File: config.mk
export PLATFORM = sky130hd
export DESIGN_NAME = windowed_lagrange_interpolator_core
export DESIGN_NICKNAME = d
export VERILOG_FILES = /design/src/wli_pkg.sv /design/src/wli_div.sv /design/src/wli_mul.sv /design/src/windowed_lagrange_interpolator_core.sv
export VERILOG_INCLUDE_DIRS = /design/src /design/src/src
export SDC_FILE = /design/constraint.sdc
export NUM_CORES = 2
export LEC_CHECK = 0
export BUFFER_PORTS_ARGS = -buffer_cell sky130_fd_sc_hd__buf_2
export CORE_MARGIN = 3
export CORE_UTILIZATION = 40
export DETAILED_ROUTE_END_ITERATION = 10
export SETUP_SLACK_MARGIN = 0.1
export SYNTH_ARGS = -nofsm -noshare
export SYNTH_HDL_FRONTEND = slang
export SYNTH_HIERARCHICAL = 1
export SYNTH_SLANG_ARGS = --single-unit
File: constraint.sdc
create_clock -name clk -period 23.5 [get_ports clk]
set_input_delay 3.525 -clock clk [delete_from_list [all_inputs] [get_ports clk]]
set_output_delay 3.525 -clock clk [all_outputs]
set_load 0.05 [all_outputs]
File: src/assert_macros.svh
// Assertion macros used by the interpolator core.
// Each macro expects a clock named clk and an active-high reset named rst.
`ifndef ASSERT_MACROS_SVH
`define ASSERT_MACROS_SVH

// Same-cycle implication.
`define ASSERT_IMPL(label, ante, cons, msg) \
  label: assert property (@(posedge clk) disable iff (rst) (ante) |-> (cons)) else $error(msg);

// Next-cycle implication.
`define ASSERT_NEXT(label, ante, cons, msg) \
  label: assert property (@(posedge clk) disable iff (rst) (ante) |=> (cons)) else $error(msg);

`endif

File: src/wli_pkg.sv
// Shared constants and types of the windowed Lagrange interpolator.
// No dependencies.
package wli_pkg;

  localparam int MAX_NODES  = 16;
  localparam int IDX_W      = 4;
  localparam int CNT_W      = 5;
  localparam int DATA_W     = 32;
  localparam int FRAC_BITS  = 16;
  localparam int WIN_BEFORE = 4;
  localparam int WIN_AFTER  = 3;

  // t - x and x_i - x_j need one bit more than the operands
  localparam int DIFF_W = DATA_W + 1;
  // (|num| << FRAC_BITS) and the ratio that comes out of it
  localparam int QUO_W  = DIFF_W + FRAC_BITS;
  // basis and term magnitudes cap at 2^58
  localparam int MAG_W  = 59;
  localparam int PROD_W = MAG_W + QUO_W;
  localparam int STEP_W = $clog2(QUO_W + 1);
  localparam int SUM_W  = 64;

  localparam logic [MAG_W-1:0] MAG_CAP = MAG_W'(1) << (MAG_W - 1);
  localparam logic [MAG_W-1:0] ONE_FX  = MAG_W'(1) << FRAC_BITS;

  localparam logic [1:0] ST_OK  = 2'd0;
  localparam logic [1:0] ST_SAT = 2'd1;
  localparam logic [1:0] ST_DUP = 2'd2;

  localparam logic [2:0] ADDR_NODE_COUNT = 3'd0;

  typedef struct packed {
    logic busy;
    logic done;
  } unit_stat_t;

endpackage

File: src/wli_div.sv
// Restoring divider, one quotient bit per cycle.
// Depends on wli_pkg.
module wli_div import wli_pkg::*; (
  input  logic               clk,
  input  logic               rst,
  input  logic               start,
  input  logic [QUO_W-1:0]   dividend,
  input  logic [DIFF_W-1:0]  divisor,
  output logic [QUO_W-1:0]   quotient,
  output unit_stat_t         stat
);

  logic [QUO_W-1:0]  dvd;
  logic [DIFF_W-1:0] dsr;
  logic [DIFF_W-1:0] rem;
  logic [STEP_W-1:0] cnt;
  logic [DIFF_W:0]   trial;
  logic [DIFF_W:0]   diff;
  logic              fits;

  assign trial = {rem, dvd[QUO_W-1]};
  assign fits  = trial >= {1'b0, dsr};
  assign diff  = trial - {1'b0, dsr};

  always_ff @(posedge clk) begin
    if (rst) begin
      stat <= '0;
      cnt  <= '0;
    end else begin
      stat.done <= 1'b0;
      if (start) begin
        stat.busy <= 1'b1;
        cnt       <= STEP_W'(QUO_W);
      end else if (stat.busy) begin
        cnt <= cnt - STEP_W'(1);
        if (cnt == STEP_W'(1)) begin
          stat.busy <= 1'b0;
          stat.done <= 1'b1;
        end
      end
    end
  end

  always_ff @(posedge clk) begin
    if (start) begin
      dvd      <= dividend;
      dsr      <= divisor;
      rem      <= '0;
      quotient <= '0;
    end else if (stat.busy) begin
      rem      <= fits ? diff[DIFF_W-1:0] : trial[DIFF_W-1:0];
      dvd      <= {dvd[QUO_W-2:0], 1'b0};
      quotient <= {quotient[QUO_W-2:0], fits};
    end
  end

endmodule

File: src/wli_mul.sv
// Shift-add multiplier, one multiplier bit per cycle, with the fixed-point
// shift and magnitude cap applied to the product. Depends on wli_pkg.
module wli_mul import wli_pkg::*; (
  input  logic              clk,
  input  logic              rst,
  input  logic              start,
  input  logic [MAG_W-1:0]  op_a,
  input  logic [QUO_W-1:0]  op_b,
  output logic [MAG_W-1:0]  product,
  output logic              sat,
  output unit_stat_t        stat
);

  localparam int HI_W = PROD_W - FRAC_BITS;

  logic [MAG_W-1:0]  a_reg;
  logic [QUO_W-1:0]  b_reg;
  logic [PROD_W-1:0] acc;
  logic [STEP_W-1:0] cnt;
  logic [HI_W-1:0]   hi;

  assign hi      = acc[PROD_W-1:FRAC_BITS];
  assign sat     = hi > HI_W'(MAG_CAP);
  assign product = sat ? MAG_CAP : hi[MAG_W-1:0];

  always_ff @(posedge clk) begin
    if (rst) begin
      stat <= '0;
      cnt  <= '0;
    end else begin
      stat.done <= 1'b0;
      if (start) begin
        stat.busy <= 1'b1;
        cnt       <= STEP_W'(QUO_W);
      end else if (stat.busy) begin
        cnt <= cnt - STEP_W'(1);
        if (cnt == STEP_W'(1)) begin
          stat.busy <= 1'b0;
          stat.done <= 1'b1;
        end
      end
    end
  end

  // MSB first: acc = 2*acc + bit*a
  always_ff @(posedge clk) begin
    if (start) begin
      a_reg <= op_a;
      b_reg <= op_b;
      acc   <= '0;
    end else if (stat.busy) begin
      acc   <= {acc[PROD_W-2:0], 1'b0} + (b_reg[QUO_W-1] ? PROD_W'(a_reg) : '0);
      b_reg <= {b_reg[QUO_W-2:0], 1'b0};
    end
  end

endmodule

File: src/windowed_lagrange_interpolator_core.sv
// Top level of the windowed Lagrange interpolator: node tables, sequencer,
// config register and stream ports. Depends on wli_pkg, wli_div, wli_mul.
//
//   channel   dir  handshake                payload
//   s_*       in   s_tvalid / s_tready      tuser=mode, tdata=index,x,y,query
//   m_*       out  m_tvalid / m_tready      tdata=value,status
//   apb       in   psel/penable/pready      node_count at address 0
//
// A load transaction writes its node into the tables as it is accepted. An
// evaluate transaction reads and compares each node examined in the search,
// sets up the window, then for each window node reads x_i and y_i, passes over
// the pair of the node with itself, divides and multiplies for each other node
// and scales by y; saturation and output follow. One divider and one multiplier
// are shared by all these steps. s_tready is low while an evaluation runs;
// one finished result may wait in the output register.
// Reset is synchronous, active high; the node tables are not cleared.
module windowed_lagrange_interpolator_core import wli_pkg::*; (
  input  logic         clk,
  input  logic         rst,
  input  logic         s_tvalid,
  output logic         s_tready,
  input  logic [103:0] s_tdata,  // node_index[3:0], node_x, node_y, query_point, pad
  input  logic         s_tuser,  // mode
  output logic         m_tvalid,
  input  logic         m_tready,
  output logic [39:0]  m_tdata,  // value[31:0], status[33:32], pad
  input  logic         psel,
  input  logic         penable,
  input  logic         pwrite,
  input  logic [2:0]   paddr,
  input  logic [31:0]  pwdata,
  output logic [31:0]  prdata,
  output logic         pready
);

  `include "assert_macros.svh"

  typedef enum logic [13:0] {
    S_IDLE     = 14'b00000000000001,
    S_SRCH_RD  = 14'b00000000000010,
    S_SRCH_CMP = 14'b00000000000100,
    S_WIN      = 14'b00000000001000,
    S_XI_RD    = 14'b00000000010000,
    S_XI_LD    = 14'b00000000100000,
    S_XJ_RD    = 14'b00000001000000,
    S_XJ       = 14'b00000010000000,
    S_DIV      = 14'b00000100000000,
    S_MUL_R    = 14'b00001000000000,
    S_YGO      = 14'b00010000000000,
    S_MUL_Y    = 14'b00100000000000,
    S_FIN      = 14'b01000000000000,
    S_OUT      = 14'b10000000000000
  } state_t;

  state_t state;

  logic [DATA_W-1:0] table_x [MAX_NODES];
  logic [DATA_W-1:0] table_y [MAX_NODES];
  logic [IDX_W-1:0]  ra;
  logic signed [DATA_W-1:0] rdx, rdy;

  logic [CNT_W-1:0] node_count, n_eff, n, pos, lo, hi, i, j;
  logic signed [DATA_W-1:0] t, xi, yi;
  logic [MAG_W-1:0] s;
  logic             neg, sat;
  logic signed [SUM_W-1:0] sum;
  logic [DATA_W-1:0] res_value;
  logic [1:0]        res_status;

  logic signed [DIFF_W-1:0] num, den;
  logic [DIFF_W-1:0] num_mag, den_mag;
  logic [CNT_W:0]    hi_raw;
  logic              j_skip;

  logic              div_start, mul_start;
  logic [QUO_W-1:0]  quo, mul_b;
  logic [MAG_W-1:0]  mul_p;
  logic              mul_sat;
  unit_stat_t        div_stat, mul_stat;

  logic cfg_wr;
  logic s_acc;

  assign pready   = 1'b1;
  assign prdata   = {{(32-CNT_W){1'b0}}, node_count};
  assign cfg_wr   = psel && penable && pwrite && (paddr[2] == ADDR_NODE_COUNT[2]);
  assign s_tready = (state == S_IDLE);
  assign s_acc    = s_tvalid && s_tready;
  assign n_eff    = (node_count > CNT_W'(MAX_NODES)) ? CNT_W'(MAX_NODES) : node_count;

  assign num     = DIFF_W'(t) - DIFF_W'(rdx);
  assign den     = DIFF_W'(xi) - DIFF_W'(rdx);
  assign num_mag = num[DIFF_W-1] ? -num : num;
  assign den_mag = den[DIFF_W-1] ? -den : den;
  assign hi_raw  = {1'b0, pos} + (CNT_W+1)'(WIN_AFTER);
  assign j_skip  = (j == i);

  assign div_start = (state == S_XJ) && !j_skip && (den != '0);
  assign mul_start = ((state == S_DIV) && div_stat.done) || (state == S_YGO);
  // widen before negating so that the most negative y gives 2^31
  assign mul_b     = (state == S_YGO) ?
                     QUO_W'(yi[DATA_W-1] ? -DIFF_W'(yi) : DIFF_W'(yi)) : quo;

  always_comb begin
    unique case (state)
      S_SRCH_RD: ra = pos[IDX_W-1:0];
      S_XI_RD:   ra = i[IDX_W-1:0];
      default:   ra = j[IDX_W-1:0];
    endcase
  end

  always_ff @(posedge clk) begin
    rdx <= table_x[ra];
    rdy <= table_y[ra];
    if (s_acc && !s_tuser && ({1'b0, s_tdata[3:0]} < CNT_W'(MAX_NODES))) begin
      table_x[s_tdata[3:0]] <= s_tdata[35:4];
      table_y[s_tdata[3:0]] <= s_tdata[67:36];
    end
  end

  always_ff @(posedge clk) begin
    if (rst) begin
      node_count <= '0;
    end else if (cfg_wr) begin
      node_count <= pwdata[CNT_W-1:0];
    end
  end

  wli_div u_div (
    .clk      (clk),
    .rst      (rst),
    .start    (div_start),
    .dividend ({num_mag, {FRAC_BITS{1'b0}}}),
    .divisor  (den_mag),
    .quotient (quo),
    .stat     (div_stat)
  );

  wli_mul u_mul (
    .clk     (clk),
    .rst     (rst),
    .start   (mul_start),
    .op_a    (s),
    .op_b    (mul_b),
    .product (mul_p),
    .sat     (mul_sat),
    .stat    (mul_stat)
  );

  // control
  always_ff @(posedge clk) begin
    if (rst) begin
      state    <= S_IDLE;
      m_tvalid <= 1'b0;
    end else begin
      if (m_tvalid && m_tready && state != S_OUT) m_tvalid <= 1'b0;
      unique case (state)
        S_IDLE: begin
          if (s_acc && s_tuser) state <= (n_eff == '0) ? S_FIN : S_SRCH_RD;
        end
        S_SRCH_RD: state <= S_SRCH_CMP;
        S_SRCH_CMP: begin
          if (rdx < t && pos + CNT_W'(1) != n) state <= S_SRCH_RD;
          else state <= S_WIN;
        end
        S_WIN:   state <= S_XI_RD;
        S_XI_RD: state <= S_XI_LD;
        S_XI_LD: state <= S_XJ_RD;
        S_XJ_RD: state <= S_XJ;
        S_XJ: begin
          if (j_skip) state <= (j == hi) ? S_YGO : S_XJ_RD;
          else if (den == '0) state <= S_OUT;
          else state <= S_DIV;
        end
        S_DIV: begin
          if (div_stat.done) state <= S_MUL_R;
        end
        S_MUL_R: begin
          if (mul_stat.done) state <= (j == hi) ? S_YGO : S_XJ_RD;
        end
        S_YGO: state <= S_MUL_Y;
        S_MUL_Y: begin
          if (mul_stat.done) state <= (i == hi) ? S_FIN : S_XI_RD;
        end
        S_FIN: state <= S_OUT;
        S_OUT: begin
          if (!m_tvalid || m_tready) begin
            m_tvalid <= 1'b1;
            state    <= S_IDLE;
          end
        end
        default: state <= S_IDLE;
      endcase
    end
  end

  // datapath
  always_ff @(posedge clk) begin
    case (state)
      S_IDLE: begin
        t   <= s_tdata[99:68];
        n   <= n_eff;
        pos <= '0;
        sum <= '0;
        sat <= 1'b0;
      end
      S_SRCH_CMP: begin
        if (rdx < t) pos <= pos + CNT_W'(1);
      end
      S_WIN: begin
        lo <= (pos >= CNT_W'(WIN_BEFORE)) ? pos - CNT_W'(WIN_BEFORE) : '0;
        hi <= (hi_raw > {1'b0, n - CNT_W'(1)}) ? n - CNT_W'(1) : hi_raw[CNT_W-1:0];
        i  <= (pos >= CNT_W'(WIN_BEFORE)) ? pos - CNT_W'(WIN_BEFORE) : '0;
      end
      S_XI_LD: begin
        xi  <= rdx;
        yi  <= rdy;
        j   <= lo;
        s   <= ONE_FX;
        neg <= 1'b0;
      end
      S_XJ: begin
        if (j_skip) begin
          j <= j + CNT_W'(1);
        end else if (den == '0) begin
          res_value  <= '0;
          res_status <= ST_DUP;
        end else if (num[DIFF_W-1] != den[DIFF_W-1]) begin
          neg <= !neg;
        end
      end
      S_MUL_R: begin
        if (mul_stat.done) begin
          s   <= mul_p;
          sat <= sat | mul_sat;
          j   <= j + CNT_W'(1);
        end
      end
      S_YGO: begin
        if (yi[DATA_W-1]) neg <= !neg;
      end
      S_MUL_Y: begin
        if (mul_stat.done) begin
          sat <= sat | mul_sat;
          sum <= neg ? sum - SUM_W'(mul_p) : sum + SUM_W'(mul_p);
          i   <= i + CNT_W'(1);
        end
      end
      S_FIN: begin
        if (sum > SUM_W'(32'sh7FFFFFFF)) begin
          res_value  <= 32'h7FFFFFFF;
          res_status <= ST_SAT;
        end else if (sum < -SUM_W'(64'sh80000000)) begin
          res_value  <= 32'h80000000;
          res_status <= ST_SAT;
        end else begin
          res_value  <= sum[DATA_W-1:0];
          res_status <= sat ? ST_SAT : ST_OK;
        end
      end
      S_OUT: begin
        if (!m_tvalid || m_tready) m_tdata <= {6'b0, res_status, res_value};
      end
      default: ;
    endcase
  end

  `ASSERT_IMPL(a_div_free, div_start, !div_stat.busy, "divider started while busy")
  `ASSERT_NEXT(a_mul_run, mul_start, mul_stat.busy, "multiplier did not start")
  `ASSERT_IMPL(a_win_range, state == S_XJ, (lo <= j) && (j <= hi) && (i <= hi),
               "window index out of range")
  `ASSERT_IMPL(a_dup_zero, m_tvalid && (m_tdata[33:32] == ST_DUP), m_tdata[31:0] == '0,
               "duplicate-x result not zero")

endmodule
# --- After elaboration in Yosys (flattened, before gate mapping) ---
# Memories as Yosys holds them, arrays and structs flattened. A register that Yosys moved wholly into a read port is not among the register bits.
# Index checks and enable logic that the tools add are counted.
op_classes:
  n_reduce_logical: 46
  order_cmp: 8
  muxes: 72
  n_addsub: 17
  eq_ne: 35
  bitwise_logic: 4
op_table:
  columns: ["cell", "n"]
  rows:
  - ["49-bit 2-to-1 mux", 6]
  - ["14-bit one-hot mux with 14 select lines", 1]
  - ["59-bit 2-to-1 mux", 3]
  - ["32-bit 2-to-1 mux", 5]
  - ["64-bit 2-to-1 mux", 2]
  - ["64-bit one-hot mux with 2 select lines", 1]
  - ["59-bit one-hot mux with 2 select lines", 1]
  - ["108-bit adder", 1]
  - ["14-bit 2-to-1 mux", 7]
  - ["92-bit by 59-bit greater-than comparator with 1-bit output (second input constant)", 1]
  - ["33-bit 2-to-1 mux", 2]
  - ["33-bit negation", 2]
  - ["32-bit by 32-bit subtractor with 33-bit output", 2]
  - ["64-bit by 59-bit adder with 64-bit output", 1]
  - ["64-bit by 32-bit greater-than comparator with 1-bit output (second input constant)", 1]
  - ["64-bit by 32-bit less-than comparator with 1-bit output (second input constant)", 1]
  - ["32-bit one-hot mux with 2 select lines", 1]
  - ["64-bit by 59-bit subtractor with 64-bit output", 1]
  - ["32-bit negation with 49-bit output", 1]
  - ["5-bit 2-to-1 mux", 7]
  - ["34-bit by 33-bit >= comparator with 1-bit output", 1]
  - ["33-bit zero test", 1]
  - ["33-bit nonzero test", 1]
  - ["33-bit subtractor", 1]
  - ["other kinds (55)", 131]
totals:
  output_inout_bits: 75
  mem_count: 2
  register_bits: 719
  word_cells: 219
  ram_bits: 1024
  in_bits: 147
memory_table:
  columns: ["name", "words", "word_bits", "rd", "rd_clocked_by_memory_dff", "wr", "line_no", "source"]
  rows:
  - ["table_x", 16, 32, 1, 1, 1, "windowed_lagrange_interpolator_core.sv:57", "logic [DATA_W-1:0] table_x [MAX_NODES];"]
  - ["table_y", 16, 32, 1, 1, 1, "windowed_lagrange_interpolator_core.sv:58", "logic [DATA_W-1:0] table_y [MAX_NODES];"]

# --- Logic depth before layout (Yosys ltp) ---
logic_depth:
  ltp_word: 6
  depth_mapped: 33
  ltp_nobuf: 29

# --- Modules after synthesis ---
# The synthesis kept the hierarchy.
by_module_without_submodules:
  columns: ["module", "seq_area_each_um2", "n_inst", "cells_each", "area_each_um2"]
  rows:
  - ["windowed_lagrange_interpolator_core", 42010.3, 1, 4798, 66598.9]
  - ["wli_mul", 5565.3, 1, 1463, 13685.6]
  - ["wli_div", 4264.1, 1, 801, 8513.2]

# --- Worst setup path after synthesis ---
# No wires, ideal clock.
synth_path:
  kind: "input to register"
  startpoint: "in s_tvalid"
  endpoint: "mem table_x[0][0] (enable)"
  slack_ps: 14375
  t_required_ps: 22935
  n_path_buf: 0
  setup_time_ps: 565
  cell_stages: 4
  arrival_time_ps: 8560
  cell_sequence: "nor2b_1 > nand2_1 > or3_1 > nor3_1"
synth_via:
  elab_chain_cells: 4
synth_rtl:
  columns: ["element", "line_no", "source"]
  rows:
  - ["start, declared", "windowed_lagrange_interpolator_core.sv:20", "input logic s_tvalid,"]
  - ["1-bit logical AND", "windowed_lagrange_interpolator_core.sv:88", "assign s_acc = s_tvalid && s_tready;"]
  - ["1-bit logical AND", "windowed_lagrange_interpolator_core.sv:115", "if (s_acc && !s_tuser && ({1'b0, s_tdata[3:0]} < CNT_W'(MAX_NODES))) begin"]
  - ["1-bit 2-to-1 mux", "windowed_lagrange_interpolator_core.sv:115", null]
  - ["1-bit 2-to-1 mux (not written as such)", "windowed_lagrange_interpolator_core.sv:116", "table_x[s_tdata[3:0]] <= s_tdata[35:4];"]
  - ["end, declared", "windowed_lagrange_interpolator_core.sv:57", null]
# Every way passes these cells.

# --- Final worst setup path ---
layout_path:
  startpoint: "reg u_mul.acc[74]"
  endpoint: "reg sum[63] (data pin)"
layout_via:
  elab_chain_cells: 6
  word_cells_on_any_way: 7
  classes_between: "add/sub: 2; order compare: 1; mux: 4"
layout_rtl:
  columns: ["element", "line_no", "source"]
  rows:
  - ["start, declared", "wli_mul.sv:18", "logic [PROD_W-1:0] acc;"]
  - ["start signal, assigned", "wli_mul.sv:52", "acc <= {acc[PROD_W-2:0], 1'b0} + (b_reg[QUO_W-1] ? PROD_W'(a_reg) : '0);"]
  - ["92-bit by 59-bit greater-than comparator with 1-bit output (*)", "wli_mul.sv:23", "assign sat = hi > HI_W'(MAG_CAP);"]
  - ["59-bit 2-to-1 mux (*)", "wli_mul.sv:24", "assign product = sat ? MAG_CAP : hi[MAG_W-1:0];"]
  - ["named net mul_p[0]", "windowed_lagrange_interpolator_core.sv:77", "logic [MAG_W-1:0] mul_p;"]
  - ["64-bit by 59-bit adder with 64-bit output / 64-bit by 59-bit subtractor with 64-bit output (equally long branches)", "windowed_lagrange_interpolator_core.sv:245", "sum <= neg ? sum - SUM_W'(mul_p) : sum + SUM_W'(mul_p);"]
  - ["64-bit 2-to-1 mux (*)", "windowed_lagrange_interpolator_core.sv:245", null]
  - ["64-bit 2-to-1 mux (*)", "windowed_lagrange_interpolator_core.sv:243", "if (mul_stat.done) begin"]
  - ["64-bit one-hot mux with 2 select lines (*)", "windowed_lagrange_interpolator_core.sv:199", "case (state)"]
  - ["end signal, assigned", "windowed_lagrange_interpolator_core.sv:245", null]
  - ["end, declared", "windowed_lagrange_interpolator_core.sv:66", "logic signed [SUM_W-1:0] sum;"]
# Mark *: on every way through the listed nets, which the timed path passes. The rest lies on a longest branch. The select of a mux whose other input is x is not followed.
# A chain may end at the register's enable or synchronous reset.

==> flow_summary.ini <==
[placed_design]
port_buffers = 154
place.gp.congestion = 0.887
hpwl_um = 136000

[synth]
synth.avg_cell_area_um2 = 12.6
yosys_warnings = 6
synth_edf_count = 1533
synthTopCellsByArea = edfxtp_1 52%, mux2i_1 12%, dfxtp_1 6.5%, ha_1 3.4%, xnor2_1 2.8%
syn_area_um2 = 88800
synth_compound_area_frac = 0.0886
synth_top_family_by_area = multiplexers
yosys.area.top_type_share = 0.518
synthAdderAreaFrac = 0.0351
synthMostInstantiatedCell = edfxtp_1
yosysSeqAreaShare = 0.584
netlist_instances = 7062
yosysUniqueCellTypes = 121
synth_ff_type = edfxtp_1
yosys.area_share.simple = 0.0938
yosys_register_bits = 1823
synthTopCellsByCount = 1533 x edfxtp_1, 1054 x mux2i_1, 480 x nor2_1, 427 x nand2_1, 381 x a21oi_1
synth_xor_area_frac = 0.0410
synthMuxAreaShare = 0.131
synth_largest_area_cell = edfxtp_1
synthArstFlopShare = 0

[clock_tree]
cts_sinks = 1823
worst_skew_pair.late_latency_ns = 0.84
htree_levels = 4
cts.repair.resized = 0
cts_buffers = 193
clock_path_buffers = 3
clkSlewWorstSetupHoldPaths_ns = 0.07
clockRootBuffer = clkbuf_16
cts_setup_buffers = 0
tritoncts = yes
ctsHoldBuffers = 0

[global_routing]
gr-total-overflow = 0
grt_pass1_wl_um = 323000
grt_max_degree = 170
first_global_vias = 54100
track_usage = 0.180
antenna_found_initial = 32

[floorplan]
io-pin-count = 222
placeableCoreArea_um2 = 220000
start_util = 0.403
placementRows = 172
dieArea_um2 = 228000
die_x_um = 477
die_h_um = 477

[job]
drv_cap = 0

[sta]
fin_tns_setup_ns = 0
fmax_mhz = 128
timing.slew.headroom = 0.250
slew_viol_final = 0
rsz0062_at_grt = false
hold_viol_final = 0
layout_worst_path_cycle_share = 0.333
skew_ns = 0.0627
worst_slew_pin_slew_ns = 1.12
setup_viol = 0
period_needed_ns = 7.81

[detailed_routing]
wl_um = 211000
drc = 0
first_iter_violations = 3617
drt_pass1_iterations = 5
wire_per_inst_um = 20.4
num_vias = 54700
ant_nets = 0
viasPerCell = 5.31

[critical_path]
cp.depth = 30
critPathLaunch = u_mul/acc[74]
path_class = reg2reg
r2r-start = u_mul/acc[74]
crit_end = sum[63]
crit_top_cell = a21oi_1
crit_required_ns = 24.03
critPathTopFamily = simple AND/OR/NAND/NOR gates
cpPeakStageDelay_ns = 0.54
endpoint_kind = register
worstReg2RegEnd = sum[63]
worstPathArrival_ns = 8.35
worst-path-max-fanout = 58
crit_path_start_kind = register
cp_num_buf_inv = 2
reg2regPathDepth = 30
cp_slowest_cell = nor4b_1
r2r_slack_ns = 15.69

[power]
ir_drop_v = 0.0000654
leakagePower_nw = 35.2
power_density_nw_per_um2 = 93.6

[final_layout]
area_growth_pct = 11.8
drive_above_1_share = 0.104
finish.utilization = 0.451
fin_nets = 7566

[run_status]
outcome = complete, no violations

[worst_hold_path]
holdCritPathClass = reg2reg
[cell families after synthesis]
kind of cell | count (synthesis)
DFF | 1823
other | 2
xor gates and xnor gates | 416
AOI/OAI and AO/OA | 1189
muxes | 1154
buffers and inverters | 557
adders and majority gates | 246
and+or+nand+nor | 1675
[power breakdown]
group          internal (W)  leakage (nW)  switching [W]
registers           0.00372          16.4       0.000142
clock network       0.00178          3.14        0.00130
logic              0.000926          15.7        0.00143
[stage by stage]
stage / hold WS [ns] / instance area (µm²) / total power, W / instances / setup slack [ns]
finish: 0.388 / 99300 / 0.00929 / 10300 / 15.69
global route: 0.393 / 99200 / 0.00978 / 10300 / 15.09
CTS: 0.382 / 99200 / 0.00937 / 10300 / 15.74
detailed placement: 0.389 / 92700 / 0.00626 / 9936 / 15.74
global placement: 0.386 / 92700 / 0.00624 / 9936 / 15.69
floorplan: 0.386 / 89000 / 0.00566 / 7110 / 14.38
[worst min-delay path by stage]
stage,start,endpoint,slack (ns),cells past startpoint
6_report,s[34],u_mul/a_reg[34],0.39,0
5_1_grt,s[34],u_mul/a_reg[34],0.39,0
4_1_cts,s[34],u_mul/a_reg[34],0.38,0
3_5_place_dp,rdy[22],yi[22],0.39,0
3_3_place_gp,rdy[22],yi[22],0.39,0
2_1_floorplan,rdy[0],yi[0],0.39,0
[layout make-up]
class,count,area (µm²)
Clock buffer,255,5220
Sequential cell,1823,51800
Multi-Input combinational cell,4730,35000
Tap cell,2958,3700
Timing Repair Buffer,229,1410
Fill cell,19800,121000
Clock inverter,110,1310
Antenna cell,14,35.0
Inverter,196,736
[routing by layer]
| metal | vias to the layer above | GRT usage | part of all wire |
|---|---|---|---|
| met5 | - | 0 | 0.00059 |
| met4 | 20 | 0.0466 | 0.022 |
| met3 | 304 | 0.0284 | 0.041 |
| met2 | 1001 | 0.310 | 0.49 |
| met1 | 27000 | 0.236 | 0.44 |
| li1 | 26400 | - | - |
[cell usage in the layout, fill, tap and decap left out, drive strengths merged, types with 41 or more instances in the layout]
master	n
a211oi	66
and2	210
nand3	81
ha	241
mux2	100
o21ai	266
clkinv	75
o21bai	47
a21o	111
xnor2	287
nor4	63
conb	50
a21oi	383
nor3	92
nand4	76
edfxtp	1533
xor2	129
clkbuf	255
nand2b	41
nor2	480
a31oi	46
nand2	428
inv	202
buf	229
dfxtp	290
mux2i	1054
(Power assumes the default switching activity.)
